===== config.mk =====
export PLATFORM = sky130hd
export DESIGN_NAME = rgb_to_hsl_converter
export DESIGN_NICKNAME = d
export VERILOG_FILES = /design/src/hw/rtl/rthsl_pkg.sv /design/src/hw/rtl/rthsl_front.sv /design/src/hw/rtl/rthsl_cell.sv /design/src/hw/rtl/rgb_to_hsl_converter.sv
export SDC_FILE = /design/constraint.sdc
export NUM_CORES = 2
export LEC_CHECK = 0
export BUFFER_PORTS_ARGS = -buffer_cell sky130_fd_sc_hd__buf_4
export CORE_MARGIN = 2
export CORE_UTILIZATION = 55
export DETAILED_ROUTE_END_ITERATION = 8
export HOLD_SLACK_MARGIN = 0.05
export PLACE_DENSITY = 0.71
export SYNTH_ARGS = -nofsm -noshare
export SYNTH_HDL_FRONTEND = slang
export SYNTH_SLANG_ARGS = --single-unit

===== constraint.sdc =====
create_clock -name clk -period 68.2 [get_ports clk]
set_input_delay 10.23 -clock clk [delete_from_list [all_inputs] [get_ports clk]]
set_output_delay 10.23 -clock clk [all_outputs]
set_load 0.03 [all_outputs]

===== src/hw/rtl/rthsl_pkg.sv =====
package rthsl_pkg;

	localparam int FRACTION_BITS_DEF = 16;
	localparam int LANES = 3;
	// divisors reach 6 * 255, remainders stay below twice the divisor
	localparam int DEN_W = 11;
	localparam int REM_W = 12;

	localparam int LANE_HUE = 0;
	localparam int LANE_SAT = 1;
	localparam int LANE_LIG = 2;

	localparam logic [DEN_W-1:0] LIG_DEN = DEN_W'(510);

	typedef logic [REM_W-1:0] rem_t;
	typedef logic [DEN_W-1:0] den_t;

endpackage


===== src/hw/rtl/rthsl_front.sv =====
module rthsl_front import rthsl_pkg::*; (
	input  logic       clk,
	input  logic       arst_n,
	input  logic       en,
	input  logic       valid,
	input  logic [7:0] red,
	input  logic [7:0] green,
	input  logic [7:0] blue,
	output logic       valid_s1,
	output logic       gray_s1,
	output rem_t       rem_s1 [LANES],
	output den_t       den_s1 [LANES]
);

	logic [7:0] mx, mn, d;
	logic [8:0] sum;
	rem_t       hue_num, d12;
	den_t       sat_den;

	always_comb begin
		mx = red;
		mn = red;
		if (green > mx) mx = green;
		if (blue > mx) mx = blue;
		if (green < mn) mn = green;
		if (blue < mn) mn = blue;
		d   = mx - mn;
		sum = {1'b0, mx} + {1'b0, mn};
		d12 = REM_W'(d);
		sat_den = (sum > 9'd255) ? DEN_W'(10'd510 - {1'b0, sum}) : DEN_W'(sum);
		// sector priority red, green, blue
		if (red == mx) begin
			if (green < blue)
				hue_num = 12'd6 * d12 - REM_W'(blue - green);
			else
				hue_num = REM_W'(green - blue);
		end else if (green == mx) begin
			hue_num = 12'd2 * d12 + REM_W'(blue) - REM_W'(red);
		end else begin
			hue_num = 12'd4 * d12 + REM_W'(red) - REM_W'(green);
		end
	end

	always_ff @(posedge clk or negedge arst_n) begin
		if (!arst_n) begin
			valid_s1 <= 1'b0;
		end else if (en) begin
			valid_s1 <= valid;
		end
	end

	always_ff @(posedge clk) begin
		if (en) begin
			gray_s1          <= (d == 8'd0);
			rem_s1[LANE_HUE] <= hue_num;
			den_s1[LANE_HUE] <= DEN_W'(12'd6 * d12);
			rem_s1[LANE_SAT] <= REM_W'(d);
			den_s1[LANE_SAT] <= sat_den;
			rem_s1[LANE_LIG] <= REM_W'(sum);
			den_s1[LANE_LIG] <= LIG_DEN;
		end
	end

endmodule


===== src/hw/rtl/rthsl_cell.sv =====
module rthsl_cell import rthsl_pkg::*; #(
	parameter int QW = FRACTION_BITS_DEF + 1
) (
	input  logic          clk,
	input  logic          arst_n,
	input  logic          en,
	input  logic          valid_in,
	input  logic          gray_in,
	input  rem_t          rem_in  [LANES],
	input  den_t          den_in  [LANES],
	input  logic [QW-1:0] quot_in [LANES],
	output logic          valid_q,
	output logic          gray_q,
	output rem_t          rem_q   [LANES],
	output den_t          den_q   [LANES],
	output logic [QW-1:0] quot_q  [LANES]
);

	// one restoring division step per lane
	logic ge   [LANES];
	rem_t diff [LANES];

	always_comb begin
		for (int i = 0; i < LANES; i++) begin
			ge[i]   = rem_in[i] >= REM_W'(den_in[i]);
			diff[i] = ge[i] ? rem_in[i] - REM_W'(den_in[i]) : rem_in[i];
		end
	end

	always_ff @(posedge clk or negedge arst_n) begin
		if (!arst_n) begin
			valid_q <= 1'b0;
		end else if (en) begin
			valid_q <= valid_in;
		end
	end

	always_ff @(posedge clk) begin
		if (en) begin
			gray_q <= gray_in;
			for (int i = 0; i < LANES; i++) begin
				rem_q[i]  <= {diff[i][REM_W-2:0], 1'b0};
				den_q[i]  <= den_in[i];
				quot_q[i] <= {quot_in[i][QW-2:0], ge[i]};
			end
		end
	end

endmodule


===== src/hw/rtl/rgb_to_hsl_converter.sv =====
// channel  direction  fields (low bit up)
// s_axis   in         tdata: red[7:0] green[15:8] blue[23:16]
// m_axis   out        tdata: hue[F-1:0] saturation[F+1] lightness[F+1], zero padded
// One pixel per clock sustained while m_axis_tready is high.
// A front stage finds max/min, then FRACTION_BITS + 1 division cells each
// settle one quotient bit of hue, saturation and lightness side by side.
// Reset clears the valid bits only. A stall at m_axis holds the whole chain.
module rgb_to_hsl_converter import rthsl_pkg::*; #(
	parameter int FRACTION_BITS = FRACTION_BITS_DEF
) (
	input  logic clk,
	input  logic arst_n,
	input  logic s_axis_tvalid,
	output logic s_axis_tready,
	input  logic [23:0] s_axis_tdata, // red, green, blue
	output logic m_axis_tvalid,
	input  logic m_axis_tready,
	output logic [((3*FRACTION_BITS+2+7)/8)*8-1:0] m_axis_tdata // hue, saturation, lightness
);

	localparam int QW  = FRACTION_BITS + 1;
	localparam int NC  = QW;
	localparam int OW  = ((3*FRACTION_BITS+2+7)/8)*8;
	localparam int PAD = OW - (3*FRACTION_BITS+2);

	logic          en;
	logic          v    [NC+1];
	logic          gray [NC+1];
	rem_t          rem  [NC+1][LANES];
	den_t          den  [NC+1][LANES];
	logic [QW-1:0] quot [NC+1][LANES];

	assign en            = !v[NC] || m_axis_tready;
	assign s_axis_tready = en;

	rthsl_front u_front (
		.clk      (clk),
		.arst_n   (arst_n),
		.en       (en),
		.valid    (s_axis_tvalid),
		.red      (s_axis_tdata[7:0]),
		.green    (s_axis_tdata[15:8]),
		.blue     (s_axis_tdata[23:16]),
		.valid_s1 (v[0]),
		.gray_s1  (gray[0]),
		.rem_s1   (rem[0]),
		.den_s1   (den[0])
	);

	always_comb begin
		for (int i = 0; i < LANES; i++) quot[0][i] = '0;
	end

	for (genvar c = 0; c < NC; c++) begin : g_cell
		rthsl_cell #(.QW(QW)) u_cell (
			.clk      (clk),
			.arst_n   (arst_n),
			.en       (en),
			.valid_in (v[c]),
			.gray_in  (gray[c]),
			.rem_in   (rem[c]),
			.den_in   (den[c]),
			.quot_in  (quot[c]),
			.valid_q  (v[c+1]),
			.gray_q   (gray[c+1]),
			.rem_q    (rem[c+1]),
			.den_q    (den[c+1]),
			.quot_q   (quot[c+1])
		);
	end

	logic [FRACTION_BITS-1:0] hue;
	logic [QW-1:0]            sat;

	// grey pixel: hue and saturation forced to zero
	assign hue = gray[NC] ? '0 : quot[NC][LANE_HUE][FRACTION_BITS-1:0];
	assign sat = gray[NC] ? '0 : quot[NC][LANE_SAT];

	assign m_axis_tvalid = v[NC];
	if (PAD > 0) begin : g_pad
		assign m_axis_tdata = {{PAD{1'b0}}, quot[NC][LANE_LIG], sat, hue};
	end else begin : g_nopad
		assign m_axis_tdata = {quot[NC][LANE_LIG], sat, hue};
	end

endmodule

Word level (Yosys, flattened, before mapping)
Index checks and enable logic that the tools add are counted.
{"block": "totals", "reg_bits": 1374, "out_inout_bits": 58}
{"block": "classes", "n_addsub": 58, "n_mul": 2, "n_lt_le_gt_ge": 57, "n_eq_ne": 2, "mux": 58, "reduce_logical": 3}
{"cell": "2-to-1 mux 11 bit", "n": 46}
{"cell": "greater-or-equal comparator 12 x 11 -> 1 bit", "n": 33}
{"cell": "subtractor 11 bit", "n": 31}
{"cell": "greater-or-equal comparator 12 x 9 -> 1 bit, second input constant", "n": 16}
{"cell": "subtractor 11 x 9 -> 11 bit, second input constant", "n": 15}
{"cell": "2-to-1 mux 8 bit", "n": 5}
{"cell": "2-to-1 mux 12 bit", "n": 3}
{"cell": "less-than comparator 8 bit", "n": 3}
{"cell": "subtractor 12 x 8 -> 12 bit", "n": 2}
{"cell": "multiplier 2 x 8 -> 10 bit, first input constant", "n": 2}
{"cell": "2-to-1 mux 9 bit", "n": 2}
{"cell": "subtractor 8 x 8 -> 9 bit", "n": 2}
{"cell": "2-to-1 mux 17 bit", "n": 1}
{"cell": "== test 8 bit", "n": 2}
{"cell": "greater-than comparator 8 bit", "n": 2}
{"cell": "2-to-1 mux 16 bit", "n": 1}
{"cell": "subtractor 11 x 12 -> 12 bit", "n": 1}
{"cell": "adder 10 x 8 -> 11 bit", "n": 1}
{"cell": "greater-or-equal comparator 8 x 11 -> 1 bit", "n": 1}
{"cell": "subtractor 8 x 11 -> 11 bit", "n": 1}
{"cell": "adder 9 x 8 -> 10 bit", "n": 1}
{"cell": "subtractor 9 x 9 -> 10 bit, first input constant", "n": 1}
{"cell": "subtractor 9 x 9 -> 10 bit, second input constant", "n": 1}
{"cell": "adder 8 x 8 -> 9 bit", "n": 1}
{"cell": "other kinds (6)", "n": 6}

Longest topological paths before layout
{"block": "logic_depth", "ltp_word": 9, "mapped_depth": 39, "mapped_depth_nobuf": 37}

Modules after synthesis
A second synthesis with hierarchy kept.
{"block": "unflattened", "cells_unflattened": 7808, "hier_area_um2": 103912.2}
{"mod": "rthsl_cell at g_cell[13].u_cell ...", "n_inst": 10, "cells_each": 411, "area_per_inst_um2": 5684.2, "seq_area_each_um2": 3568.4}
{"mod": "rthsl_cell at g_cell[0].u_cell ...", "n_inst": 6, "cells_each": 413, "area_per_inst_um2": 5703.0, "seq_area_each_um2": 3568.4}
{"mod": "rthsl_front", "n_inst": 1, "cells_each": 775, "area_per_inst_um2": 6900.4, "seq_area_each_um2": 1436.4}
{"mod": "rthsl_cell at g_cell[2].u_cell", "n_inst": 1, "cells_each": 401, "area_per_inst_um2": 5667.9, "seq_area_each_um2": 3568.4}
{"mod": "rgb_to_hsl_converter", "n_inst": 1, "cells_each": 44, "area_per_inst_um2": 284.0, "seq_area_each_um2": 0.0}

Least setup slack after synthesis
OpenSTA, ideal clock, no wires.
{"block": "synth_timing", "path_type": "in2out", "from": "in m_axis_tready", "to": "out s_axis_tready", "arrival_time_ns": 35.401, "required_time_ns": 57.970, "slack_ns": 22.569, "cell_stages": 4, "path_buffers": 2, "path_cell_list": "nor2b_1 -> clkbuf_1 -> buf_1 -> inv_1"}
{"block": "synth_via", "elab_chain_cells": 1}
{"element": "from (decl)", "line_no": "rgb_to_hsl_converter.sv:17", "text": "input logic m_axis_tready,"}
{"element": "logical OR 1 bit", "line_no": "rgb_to_hsl_converter.sv:33", "text": "assign en = !v[NC] || m_axis_tready;"}
{"element": "to (decl)", "line_no": "rgb_to_hsl_converter.sv:14", "text": "output logic s_axis_tready,"}
Every way passes these cells.

Worst setup path after layout
Ends and elaborated chain as after synthesis.

==> flow_summary_export.csv <==
group,metric,value,unit
drt,drc,0,
synthesis,syn_avg_cell_area,12.6,um2
timing,finalClockSkew,0.0178,ns
cts,cts_tree,"done",
drt,num_vias,36700,
worst_setup_path,startpoint_type,"primary input",
drt,via_per_inst,5.37,
cts,post_cts_buffers,0,
synthesis,muxShareOfSynthArea,0.0255,
synthesis,synth_area,0.0636,mm2
timing,maxSlewHeadroom,0.140,
die,initial_core_util,0.556,
drt,wirelength,105000,um
cells_and_area,diodes,0,
timing,worst_pin_slew,1.28,ns
drt,final_antenna_net_count,0,
synthesis,synth.top_cells.by_area,"edfxtp_1 60%, ha_1 8.9%, inv_1 3.7%",
timing,post-route-period-util,0.326,
worst_setup_path,path_class,"primary input to output port",
cts,cts_max_path_buffers,3,
cts,cts-buffers-inserted,133,
cts,hold_buffers,0,
drt,drtPass1Iterations,5,
synthesis,ys_top_cells_by_count,"1,278 x edfxtp_1, 622 x inv_1, 455 x ha_1, 361 x nor2_1, 342 x nand2_1",
cts,cts.sinks,1296,
placement,io_buffers,79,
timing,slew_viol_final,0,
cells_and_area,layout.cells.non_filler,6824,
timing,setup_viol,0,
placement,placed_area,0.0659,mm2
synthesis,async_flop_share,0.0139,
synthesis,ys_warn_count,0,
cells_and_area,n_fill_cell,8638,
cells_and_area,drive_above_1_share,0.0783,
worst_setup_path,endpoint_kind,"output port",
die,fp.dieW,344,um
synthesis,ys_ff_latch,1296,
cts,root_buffer,"clkbuf_16",
synthesis,synth_ff_type,"edfxtp_1",
die,dieArea,0.118,mm2
die,ioPinCount,86,
synthesis,synth-edff-count,1278,
global_route,grt_max_degree,211,
cts,cts_resized,0,
synthesis,synth_top_area_share,0.603,
synthesis,yosysMostFrequentCell,"edfxtp_1",
synthesis,synth_xor_area_frac,0.0358,
timing,fmax,44.9,MHz
cells_and_area,seqCellArea,0.0388,mm2
global_route,grt_usage,0.179,
worst_setup_path,arrival,12.02,ns
die,rows,124,
global_route,antenna_found_initial,0,
cells_and_area,fin_nets,5744,
global_route,grt_pass1_vias,37100,
timing,hold_viol,0,
synthesis,synth_compound_area_frac,0.0949,
outcome,status,"completed",
placement,gp_congestion,0.900,
synthesis,ys_seq_area_frac,0.610,
cts,h-tree-depth,4,
global_route,overflow,0,
cells_and_area,final_area,0.0701,mm2
cts,worst_skew_pair.late_latency,0.73,ns
synthesis,synth-simple-area-share,0.0866,
timing,rsz0062_at_grt,"false",
die,core-area,0.115,mm2
drt,wl_per_cell,15.4,um
placement,dp_hpwl,74200,um
global_route,grt_pass1_wl,173000,um
timing,tns,0,ns
cells_and_area,syn_to_final_growth,10.1,%
placement,dp.cells,6596,
die,die_h,344,um
synthesis,yosysTopAreaCell,"edfxtp_1",
drt,first_iter_violations,2157,
cts,cts.clk_slew.worst_paths,0.06,ns
flow_run,cap_violations,0,
synthesis,ys_types,72,
timing,min_period,22.25,ns
cells_and_area,multi_input_area,0.0220,mm2
synthesis,syn_inst,5067,
worst_setup_path,crit_path_max_fanout,126,
worst_setup_path,cp.required,57.97,ns
synthesis,synthAdderAreaFrac,0.103,
min_path,min_path_type,"flip-flop to flip-flop",
synthesis,synth_top_family_by_area,"adder cells",
flip-flops by register name, summed over array words and instances (netlist names):
signal	count
u_front.den_s1	19
u_front.rem_s1	27
g_cell.u_cell.gray_q	17
g_cell.u_cell.valid_q	17
g_cell.u_cell.quot_q	442
g_cell.u_cell.rem_q	468
g_cell.u_cell.den_q	304
u_front.gray_s1	1
u_front.valid_s1	1
routing by layer:
metal | GRT usage | vias to the layer above | wire, um
met4 | 0.0704 | 0 | 3290
li1 | - | 18500 | -
met3 | 0.0289 | 219 | 3190
met2 | 0.344 | 544 | 56800
met1 | 0.195 | 17400 | 41600
met5 | 0 | - | 0
final cells by class:
cell class / count / area share
Sequential cell: 1296 / 0.554
Multi-Input combinational cell: 3058 / 0.314
Clock buffer: 164 / 0.0501
Inverter: 623 / 0.0335
Tap cell: 1512 / 0.0270
Timing Repair Buffer: 107 / 0.0122
Clock inverter: 64 / 0.00872
path summary, 6_finish.rpt:
path,startpoint,endpoint,slack (ns),cells past startpoint
min in group asynchronous,arst_n,g_cell[0].u_cell.valid_q,9.36,1
worst min-delay path,g_cell[8].u_cell.quot_q[19],g_cell[9].u_cell.quot_q[20],0.40,0
worst min register to register,g_cell[8].u_cell.quot_q[19],g_cell[9].u_cell.quot_q[20],0.40,0
max in group asynchronous,arst_n,g_cell[4].u_cell.valid_q,58.65,1
worst max register to register,g_cell[16].u_cell.valid_q,g_cell[10].u_cell.den_q[15],63.05,6
worst max-delay path,m_axis_tready,s_axis_tready,45.95,4
stage by stage:
step | worst slack, ns | hold WS, ns | util
floorplan | 22.57 | 0.400 | -
global placement | 45.99 | 0.400 | 0.576
detailed placement | 45.95 | 0.405 | 0.576
CTS | 45.94 | 0.399 | 0.612
global route | 45.77 | 0.415 | 0.612
finish | 45.95 | 0.402 | 0.612
cells by family (layout without fill, tap and decap cells):
kind of cell    count (synthesis)  after routing
flops                        1296           1296
xor+xnor                      258            258
simple gates                 1179           1179
compound gates                968            968
buf+inv                       718            958
other cells                     1              6
fa+ha+maj                     497            497
mux                           150            150
critical path, stage by stage:
cell     delay [ns]
buf_4          0.11
nor2b_2        0.77
inv_8          0.49
buf_4          0.35
placed cells by master, fill, tap and decap left out, types with 85 or more instances in the layout:
cell	n
a21boi_0	116
a21oi_1	259
buf_4	103
clkbuf_16	136
edfxtp_1	1278
ha_1	455
inv_1	621
mux2_2	97
nand2_1	342
nor2_1	361
nor2b_1	147
o21ai_0	292
xnor2_1	171
xor2_1	85
Power is not shown: default switching activity piles up to over one toggle a cycle in this logic, so the estimate is an artifact.
